<file path="src/erd_pkg.sv">
// Shared types and constants of the DRAM ECC error rank decoder.
`default_nettype none

package erd_pkg;

  localparam int CHAN_NUM   = 2;
  localparam int RANK_MAX   = 4;
  localparam int RANK_IDX_W = 2;
  localparam int MATCH_W    = CHAN_NUM * RANK_MAX;
  localparam int RANGE_W    = 22;
  localparam int DRB_W      = 32;
  localparam int BYTE_W     = 8;
  localparam int PAGE_OUT_W = 21;
  localparam int OFS_W      = 12;

  // A boundary byte marks the top of a rank at page byte << (TOP_SHIFT_BASE - page bits).
  localparam int TOP_SHIFT_BASE = 25;
  localparam int GRAIN_SYM      = 128;
  localparam int GRAIN_ASYM     = 64;

  // Status read encoding and the address bit that picks the channel when interleaved.
  localparam int ST_CE_BIT    = 0;
  localparam int ST_UE_BIT    = 1;
  localparam int CHAN_SEL_BIT = 6;

  // Configuration register indexes.
  localparam logic REG_DRB_A = 1'b0;
  localparam logic REG_DRB_B = 1'b1;

  typedef struct packed {
    logic [1:0]  status_first;
    logic [1:0]  status_second;
    logic [31:0] error_address;
    logic        address_high_bit;
    logic [7:0]  ecc_syndrome;
  } in_t;

  typedef struct packed {
    logic        error_present;
    logic        overwrite_seen;
    logic        uncorrected;
    logic [20:0] page_number;
    logic [11:0] page_offset;
    logic [7:0]  syndrome_out;
    logic        rank_found;
    logic [1:0]  rank_index;
    logic        channel_index;
    logic        channel_known;
  } out_t;

  // Rank ranges derived from the boundary registers.
  typedef struct packed {
    logic                                            symmetric;
    logic [1:0]                                      channel_count;
    logic [CHAN_NUM-1:0][RANK_MAX-1:0]               valid;
    logic [CHAN_NUM-1:0][RANK_MAX-1:0][RANGE_W-1:0]  start;
    logic [CHAN_NUM-1:0][RANK_MAX-1:0][RANGE_W-1:0]  stop;
  } layout_t;

  localparam layout_t LAYOUT_RESET = '{symmetric: 1'b1, default: '0};

  // Middle pipeline stage: decoded fields and the per-rank match vector.
  typedef struct packed {
    logic               error_present;
    logic               overwrite_seen;
    logic               uncorrected;
    logic [20:0]        page_number;
    logic [11:0]        page_offset;
    logic [7:0]         syndrome;
    logic               chan_bit;
    logic [MATCH_W-1:0] match;
  } mid_t;

endpackage

`default_nettype wire

</file>
<file path="src/erd_layout.sv">
// Boundary registers and the rank range table derived from them.
`default_nettype none

module erd_layout
  import erd_pkg::*;
#(
  parameter int PAGE_BITS         = 12,
  parameter int RANKS_PER_CHANNEL = 4
) (
  input  wire logic             clk,
  input  wire logic             rst,
  input  wire logic             cfg_we,
  input  wire logic             cfg_index,
  input  wire logic [DRB_W-1:0] cfg_data,
  output layout_t               layout
);

  localparam int TOP_SHIFT = TOP_SHIFT_BASE - PAGE_BITS;

  logic [DRB_W-1:0] drb_a;
  logic [DRB_W-1:0] drb_b;
  layout_t          layout_next;

  always_ff @(posedge clk) begin
    if (rst) begin
      drb_a <= '0;
      drb_b <= '0;
    end else if (cfg_we) begin
      case (cfg_index)
        REG_DRB_A: drb_a <= cfg_data;
        REG_DRB_B: drb_b <= cfg_data;
        default: ;
      endcase
    end
  end

  // The running base of every rank but the first is the top of the rank before it,
  // whether or not that rank was empty, so every range is computed in parallel.
  always_comb begin
    logic [CHAN_NUM-1:0][RANK_MAX-1:0][BYTE_W-1:0]  bytes;
    logic [CHAN_NUM-1:0][RANK_MAX-1:0][RANGE_W-1:0] top;
    logic [RANGE_W-1:0] base;
    logic [RANGE_W-1:0] last;
    logic               sym;
    logic               has_a;
    logic               has_b;
    logic [1:0]         count;
    logic               chan_used;

    bytes = '0;
    top   = '0;
    sym   = 1'b1;
    has_a = 1'b0;
    has_b = 1'b0;
    for (int r = 0; r < RANKS_PER_CHANNEL; r++) begin
      bytes[0][r] = drb_a[BYTE_W*r +: BYTE_W];
      bytes[1][r] = drb_b[BYTE_W*r +: BYTE_W];
      if (bytes[0][r] != bytes[1][r]) begin
        sym = 1'b0;
      end
      if (bytes[0][r] != '0) begin
        has_a = 1'b1;
      end
      if (bytes[1][r] != '0) begin
        has_b = 1'b1;
      end
      for (int c = 0; c < CHAN_NUM; c++) begin
        top[c][r] = RANGE_W'(bytes[c][r]) << TOP_SHIFT;
      end
    end
    count = {1'b0, has_a} + {1'b0, has_b};

    layout_next               = '0;
    layout_next.symmetric     = sym;
    layout_next.channel_count = count;
    for (int c = 0; c < CHAN_NUM; c++) begin
      chan_used = (c == 0) ? (count != 2'd0) : (count == 2'd2);
      for (int r = 0; r < RANKS_PER_CHANNEL; r++) begin
        if (r == 0) begin
          base = (c == 0 || sym) ? '0 : top[0][RANKS_PER_CHANNEL-1];
        end else begin
          base = top[c][r-1];
        end
        last = top[c][r] - RANGE_W'(1);
        layout_next.valid[c][r] = chan_used && (top[c][r] != base);
        layout_next.start[c][r] = sym ? {base[RANGE_W-2:0], 1'b0} : base;
        layout_next.stop[c][r]  = sym ? {last[RANGE_W-2:0], 1'b0} : last;
      end
    end
  end

  always_ff @(posedge clk) begin
    if (rst) begin
      layout <= LAYOUT_RESET;
    end else begin
      layout <= layout_next;
    end
  end

endmodule

`default_nettype wire

</file>
<file path="src/dram_ecc_error_rank_decoder_top.sv">
// Top level of the DRAM ECC error rank decoder: three-stage snapshot pipeline.
// A snapshot moves through the capture, decode and result registers in turn.
// Throughput: one snapshot per cycle while out_ready holds; the rank compares sit in the second stage.
// A register write takes effect on snapshots transferred from the next cycle on.
// Reset clears both boundary registers (symmetric mode, no channels, no ranks)
// and empties the pipeline.
`default_nettype none

module dram_ecc_error_rank_decoder_top
  import erd_pkg::*;
#(
  parameter int PAGE_BITS         = 12,
  parameter int RANKS_PER_CHANNEL = 4
) (
  input  wire logic             clk,
  input  wire logic             rst,
  input  wire logic             cfg_we,
  input  wire logic             cfg_index,
  input  wire logic [DRB_W-1:0] cfg_data,
  input  wire logic             in_valid,
  output logic                  in_ready,
  input  wire in_t              in_data,
  output logic                  out_valid,
  input  wire logic             out_ready,
  output out_t                  out_data
);

  localparam logic [OFS_W-1:0] OFS_MASK_SYM  = OFS_W'((1 << PAGE_BITS) - GRAIN_SYM);
  localparam logic [OFS_W-1:0] OFS_MASK_ASYM = OFS_W'((1 << PAGE_BITS) - GRAIN_ASYM);

  layout_t layout;

  erd_layout #(
    .PAGE_BITS         (PAGE_BITS),
    .RANKS_PER_CHANNEL (RANKS_PER_CHANNEL)
  ) u_layout (
    .clk       (clk),
    .rst       (rst),
    .cfg_we    (cfg_we),
    .cfg_index (cfg_index),
    .cfg_data  (cfg_data),
    .layout    (layout)
  );

  logic  snap_valid;
  in_t   snap;
  logic  mid_valid;
  mid_t  mid;
  mid_t  mid_next;
  out_t  out_next;
  logic  mid_ready;
  logic  out_free;

  assign out_free  = !out_valid || out_ready;
  assign mid_ready = !mid_valid || out_free;
  assign in_ready  = !snap_valid || mid_ready;

  // Stage 1: capture the snapshot.
  always_ff @(posedge clk) begin
    if (rst) begin
      snap_valid <= 1'b0;
    end else if (in_ready) begin
      snap_valid <= in_valid;
    end
  end

  always_ff @(posedge clk) begin
    if (in_ready && in_valid) begin
      snap <= in_data;
    end
  end

  // Stage 2: decode the status reads and compare the page against every rank.
  always_comb begin
    logic [32:0]        addr;
    logic [RANGE_W-1:0] page;

    addr = {snap.address_high_bit, snap.error_address};
    page = RANGE_W'(addr >> PAGE_BITS);

    mid_next                = '0;
    mid_next.error_present  = snap.status_second[ST_CE_BIT] | snap.status_second[ST_UE_BIT];
    mid_next.overwrite_seen = |(snap.status_first ^ snap.status_second);
    mid_next.uncorrected    = snap.status_second[ST_UE_BIT];
    mid_next.page_number    = page[PAGE_OUT_W-1:0];
    mid_next.page_offset    = snap.error_address[OFS_W-1:0] &
                              (layout.symmetric ? OFS_MASK_SYM : OFS_MASK_ASYM);
    mid_next.syndrome       = snap.ecc_syndrome;
    mid_next.chan_bit       = snap.error_address[CHAN_SEL_BIT];
    for (int c = 0; c < CHAN_NUM; c++) begin
      for (int r = 0; r < RANKS_PER_CHANNEL; r++) begin
        mid_next.match[c*RANK_MAX + r] = layout.valid[c][r] &&
                                         (page >= layout.start[c][r]) &&
                                         (page <= layout.stop[c][r]);
      end
    end
  end

  always_ff @(posedge clk) begin
    if (rst) begin
      mid_valid <= 1'b0;
    end else if (mid_ready) begin
      mid_valid <= snap_valid;
    end
  end

  always_ff @(posedge clk) begin
    if (mid_ready && snap_valid) begin
      mid <= mid_next;
    end
  end

  // Stage 3: pick the first matching rank, channel A first, and build the result.
  always_comb begin
    logic                found;
    logic [RANK_IDX_W-1:0] rank;
    logic                chan;

    found = 1'b0;
    rank  = '0;
    chan  = 1'b0;
    for (int i = MATCH_W - 1; i >= 0; i--) begin
      if (mid.match[i]) begin
        found = 1'b1;
        rank  = RANK_IDX_W'(i % RANK_MAX);
        chan  = 1'(i / RANK_MAX);
      end
    end

    out_next = '0;
    if (mid.error_present) begin
      out_next.error_present  = 1'b1;
      out_next.overwrite_seen = mid.overwrite_seen;
      out_next.uncorrected    = mid.uncorrected;
      out_next.page_number    = mid.page_number;
      out_next.page_offset    = mid.page_offset;
      out_next.rank_found     = found;
      out_next.rank_index     = rank;
      if (!mid.uncorrected) begin
        out_next.syndrome_out  = mid.syndrome;
        out_next.channel_known = found;
        if (found) begin
          out_next.channel_index = layout.symmetric ? mid.chan_bit : chan;
        end
      end
    end
  end

  always_ff @(posedge clk) begin
    if (rst) begin
      out_valid <= 1'b0;
    end else if (out_free) begin
      out_valid <= mid_valid;
    end
  end

  always_ff @(posedge clk) begin
    if (out_free && mid_valid) begin
      out_data <= out_next;
    end
  end

endmodule

`default_nettype wire

</file>
<file path="config.mk">
export PLATFORM = sky130hd
export DESIGN_NAME = dram_ecc_error_rank_decoder_top
export DESIGN_NICKNAME = d
export VERILOG_FILES = /design/src/erd_pkg.sv /design/src/erd_layout.sv /design/src/dram_ecc_error_rank_decoder_top.sv
export SDC_FILE = /design/constraint.sdc
export NUM_CORES = 1
export LEC_CHECK = 0
export BUFFER_PORTS_ARGS = -buffer_cell sky130_fd_sc_hd__buf_2
export CAP_MARGIN = 10
export CELL_PAD_IN_SITES_DETAIL_PLACEMENT = 0
export CELL_PAD_IN_SITES_GLOBAL_PLACEMENT = 2
export CORE_AREA = 2 2 248 250
export DETAILED_ROUTE_END_ITERATION = 10
export DIE_AREA = 0 0 250 252
export PLACE_DENSITY_LB_ADDON = 0.1
export SETUP_SLACK_MARGIN = 0.05
export SYNTH_ARGS = -nofsm -noshare
export SYNTH_HDL_FRONTEND = slang
export SYNTH_HIERARCHICAL = 1
export SYNTH_SLANG_ARGS = --single-unit
</file>
<file path="constraint.sdc">
create_clock -name clk -period 7.9 [get_ports clk]
set_input_delay 1.185 -clock clk [delete_from_list [all_inputs] [get_ports clk]]
set_output_delay 1.185 -clock clk [all_outputs]
set_load 0.005 [all_outputs]
</file>
-- Word-level counts from Yosys, hierarchy flattened
Cells that the tools add are included.
- reductions and logical operators: 52
- $lt $le $gt $ge: 16
- bitwise logic cells: 7
- mux-type cells: 54
- eq/ne operators: 12
- $add $sub $neg: 9
- operator list (kind ; number):
    $mux 22 ; 9
    $le 21x22->1 ; 8
    $sub 21x1->22 const B ; 8
    $ge 21x22->1 ; 7
    $mux 21 ; 7
    $ne 8x8->1 ; 10
    $reduce_bool 8->1 ; 8
    $mux 49 ; 1
    $logic_and 1x1->1 ; 27
    $mux 1 ; 26
    $ge 21x22->1 const B ; 1
    $reduce_bool 22->1 ; 1
    $ne 21x21->1 ; 1
    $mux 2 ; 9
    $and 12x12->12 ; 1
    $reduce_or 2->1 ; 5
    $mux 8 ; 1
    $mux 7 ; 1
    $reduce_or 3->1 ; 2
    $not 1->1 ; 4
    $reduce_and 2->1 ; 2
    $logic_not 1->1 ; 3
    $logic_or 1x1->1 ; 3
    $add 1x1->2 ; 1
    other kinds (4) ; 4
- bits in registers: 553
- word-level logic and storage cells: 218
- input port bits: 83
- output and inout bits: 51

-- Depth between registers and ports, before layout
- depth in word-level cells: 12
- depth in mapped cells: 11
- gate-level depth less buffers: 10

-- By module
The synthesis kept the hierarchy.
- modules (own cells, without submodules) (module ; times used ; seq. area each (µm²) ; cells an instance ; area an instance (µm²)):
    dram_ecc_error_rank_decoder_top ; 1 ; 3933.8 ; 1399 ; 12849.8
    erd_layout ; 1 ; 4244.1 ; 1351 ; 11148.2

-- Worst setup path before layout
No wires, ideal clock.
- kind: input -> register
- start: in out_ready
- end: reg mid[0] (netlist bit) (enable)
- setup slack: 2.653 ns
- stages on the path: 2
- setup time: 0.524 ns
- data arrival time: 4.724 ns
- buffers on the path: 0
- required time: 7.376 ns
- cells stage by stage: nor2b_1 > a21boi_0
- longest elaborated chain between the ends: 3
- RTL lines (element ; line ; source):
    start: declaration ; dram_ecc_error_rank_decoder_top.sv:24 ; input wire logic out_ready,
    $logic_or 1x1->1 ; dram_ecc_error_rank_decoder_top.sv:54 ; assign out_free = !out_valid || out_ready;
    $logic_or 1x1->1 ; dram_ecc_error_rank_decoder_top.sv:55 ; assign mid_ready = !mid_valid || out_free;
    $logic_and 1x1->1 ; dram_ecc_error_rank_decoder_top.sv:108 ; if (mid_ready && snap_valid) begin
    end signal: assignment ; dram_ecc_error_rank_decoder_top.sv:109 ; mid <= mid_next;
    end: declaration ; dram_ecc_error_rank_decoder_top.sv:48 ; mid_t mid;
Every way passes these cells.
A chain may end at the register's enable or synchronous reset.

-- Final worst setup path
- start: reg u_layout.drb_b[5]
- end: reg, netlist name u_layout/layout[130]
- longest elaborated chain between the ends: 6
- RTL lines (element ; line ; source):
    start: declaration ; erd_layout.sv:21 ; logic [DRB_W-1:0] drb_b;
    start signal: assignment ; erd_layout.sv:31 ; REG_DRB_B: drb_b <= cfg_data;
    $ne 8x8->1 ; erd_layout.sv:58 ; if (bytes[0][r] != bytes[1][r]) begin
    $mux 1 (4 in a row) ; erd_layout.sv:58 ;
    $mux 22 ; erd_layout.sv:87 ; layout_next.stop[c][r] = sym ? {last[RANGE_W-2:0], 1'b0} : last;
Every way passes these cells.

==> flow_summary.json <==
{
  "min_from": "snap[16]",
  "ys_warn_count": 6,
  "rsz0062_at_grt": "no",
  "clock-sinks": 342,
  "synth_cells": 2746,
  "drive_gt1_share_pct": 9.66,
  "overflow": 0,
  "reg2reg_setup_slack_ns": 3.94,
  "final_max_slew_viol_count": 0,
  "fp.dieW_um": 250,
  "cts_setup_buffers": 0,
  "maxCapViolCount": 0,
  "timing.final.crit_share_pct": 50.1,
  "start_kind": "register",
  "drt-total-wl_um": 66800,
  "cts_tree": "done",
  "finalSetupViolCount": 0,
  "drt-initial-drc-count": 910,
  "hold_path_depth": 0,
  "die_y_um": 252,
  "avgViaCountPerCell": 4.99,
  "cts_made_buffers": 42,
  "cts_hold_buf": 0,
  "nets": 3150,
  "cp.required_ns": 8.37,
  "crit_type": "register to register",
  "cts-root-buf": "clkbuf_16",
  "r2r_start": "u_layout/drb_b[5]",
  "status": "complete, no violations",
  "path_cells": "xor2_1 -> nor4_2 -> and4_1 -> nand2_4 -> buf_4 -> o211a_1 -> a2111oi_2",
  "cp-startpoint": "u_layout/drb_b[5]",
  "cp.arrival_ns": 4.43,
  "place_hpwl_um": 46700,
  "coreArea_mm2": 0.0601,
  "vias": 17700,
  "antenna_found_initial": 0,
  "drc": 0,
  "reg2reg_depth": 7,
  "fp-row-count": 90,
  "multiInputGateArea_mm2": 0.0126,
  "cts_buffer_depth": 3,
  "fmax_ghz": 0.253,
  "p_leak_nw": 11.4,
  "gp_congestion": 0.826,
  "grt_max_degree": 91,
  "initial_utilization_pct": 39.8,
  "critPathMaxFanout": 64,
  "fin_crit_ns": 3.96,
  "grt_pass1_vias": 17400,
  "port_buffers": 121,
  "diodes": 0,
  "setup-tns-final_ns": 0,
  "clock_skew_ns": 0.0220,
  "slowest_delay_ns": 0.88,
  "fillCellCount": 6049,
  "ioPinCount": 134,
  "powerDensity_mw_per_mm2": 195,
  "syn_area_mm2": 0.0239,
  "tightest_slew_ns": 0.962,
  "syn_avg_cell_area_um2": 8.72,
  "crit_path_end_kind": "register",
  "slew_headroom_pct": 35.9,
  "antenna_left": 0,
  "r2r_end": "u_layout/layout[130]",
  "cts-resized-gates": 0,
  "grt_usage_pct": 21.3,
  "min_path_type": "register to register",
  "stdcell_count": 3536,
  "seqCellArea_mm2": 0.00814,
  "htreeDepth": 2,
  "grt_first_pass_wirelength_um": 103000,
  "vdd_drop_max_v": 0.000150,
  "wl_per_cell_um": 18.9,
  "clk_latency_ns": 0.58,
  "dp_cells": 3459,
  "hold_violations": 0,
  "area_delta_synth_final_pct": 6.14,
  "cts.clk_slew.worst_paths_ns": 0.06,
  "min_to": "mid[24]",
  "die_area_mm2": 0.0630,
  "drt-pass1-iter-count": 5,
  "hold-worst-slack_ns": 0.418,
  "cpMaxStageDelayCell": "and4_1"
}
## worst max-delay path, delay by kind of cell (launching register included)
kind                      cells  cell delay (ns)
and+or+nand+nor               3             1.74
DFF                           1             0.70
AOI/OAI and AO/OA             2             0.62
buffers and inverters         1             0.48
xor gates and xnor gates      1             0.27
## layer usage
metal | wire length, µm | track usage, % | vias up | share of wire, %
met5 | 0 | 0 | - | 0
met4 | 2020 | 7.20 | 0 | 3.0
met3 | 2320 | 2.53 | 125 | 3.5
met2 | 31500 | 36.5 | 330 | 47
met1 | 30900 | 27.7 | 8220 | 46
li1 | - | - | 8984 | -
## cell type report
type / instances / share of cell area (%)
multi-input cells: 1797 / 49.5
well taps: 782 / 3.85
clock inverters: 21 / 0.842
inverters: 374 / 5.52
repair buffers: 164 / 3.68
flip-flops and latches: 342 / 32.0
clock buffers: 56 / 4.58
## sequential cells by signal, summed over array words and instances, names as in the netlist
register         cells
u_layout/drb_a      32
mid_next            31
out_valid            1
mid_valid            1
mid                 47
snap_valid           1
snap                 8
u_layout/drb_b      32
out_data            43
u_layout/layout    146
## through the flow
step                      utilization [%]  power (mW)  area [µm²]  setup WS (ns)
final                                42.3        4.96       25400           3.94
after global placement               40.0        3.03       24000           3.98
after global routing                 42.3        5.25       25400           3.72
after CTS                            42.3        5.03       25400           3.99
after detailed placement             40.0        3.06       24000           3.98
after floorplan                         -        2.82       24400           2.65
## how the worst max path moves through the flow
| stage | endpoint | slack (ns) |
|---|---|---|
| finish | u_layout/layout[130] | 3.94 |
| global route | u_layout/layout[130] | 3.72 |
| CTS | u_layout/layout[130] | 3.99 |
| detailed placement | u_layout/layout[130] | 3.98 |
| global placement | u_layout/layout[152] | 3.98 |
| floorplan | mid[0] | 2.65 |
## placed cells by master, fill, tap and decap left out, types with 40 or more instances in the layout
| cell type | n |
|---|---|
| conb_1 | 120 |
| a211oi_1 | 50 |
| buf_4 | 43 |
| a21o_1 | 62 |
| xor2_1 | 106 |
| nand3_1 | 59 |
| inv_1 | 373 |
| a21oi_1 | 265 |
| nand4_1 | 47 |
| and2_1 | 40 |
| nor2_1 | 92 |
| dfxtp_1 | 212 |
| clkbuf_16 | 43 |
| ha_1 | 346 |
| buf_2 | 120 |
| nand2_1 | 277 |
| o21ai_0 | 40 |
| edfxtp_1 | 129 |
## power by group
part	total [mW]	leakage (nW)	internal [mW]	switching, mW
clock	1.94	0.673	1.14	0.799
sequential	2.04	2.98	1.95	0.0916
combinational	0.985	7.80	0.392	0.593
total	4.96	11.4	3.48	1.48
Power figures use the tool's default switching activity.
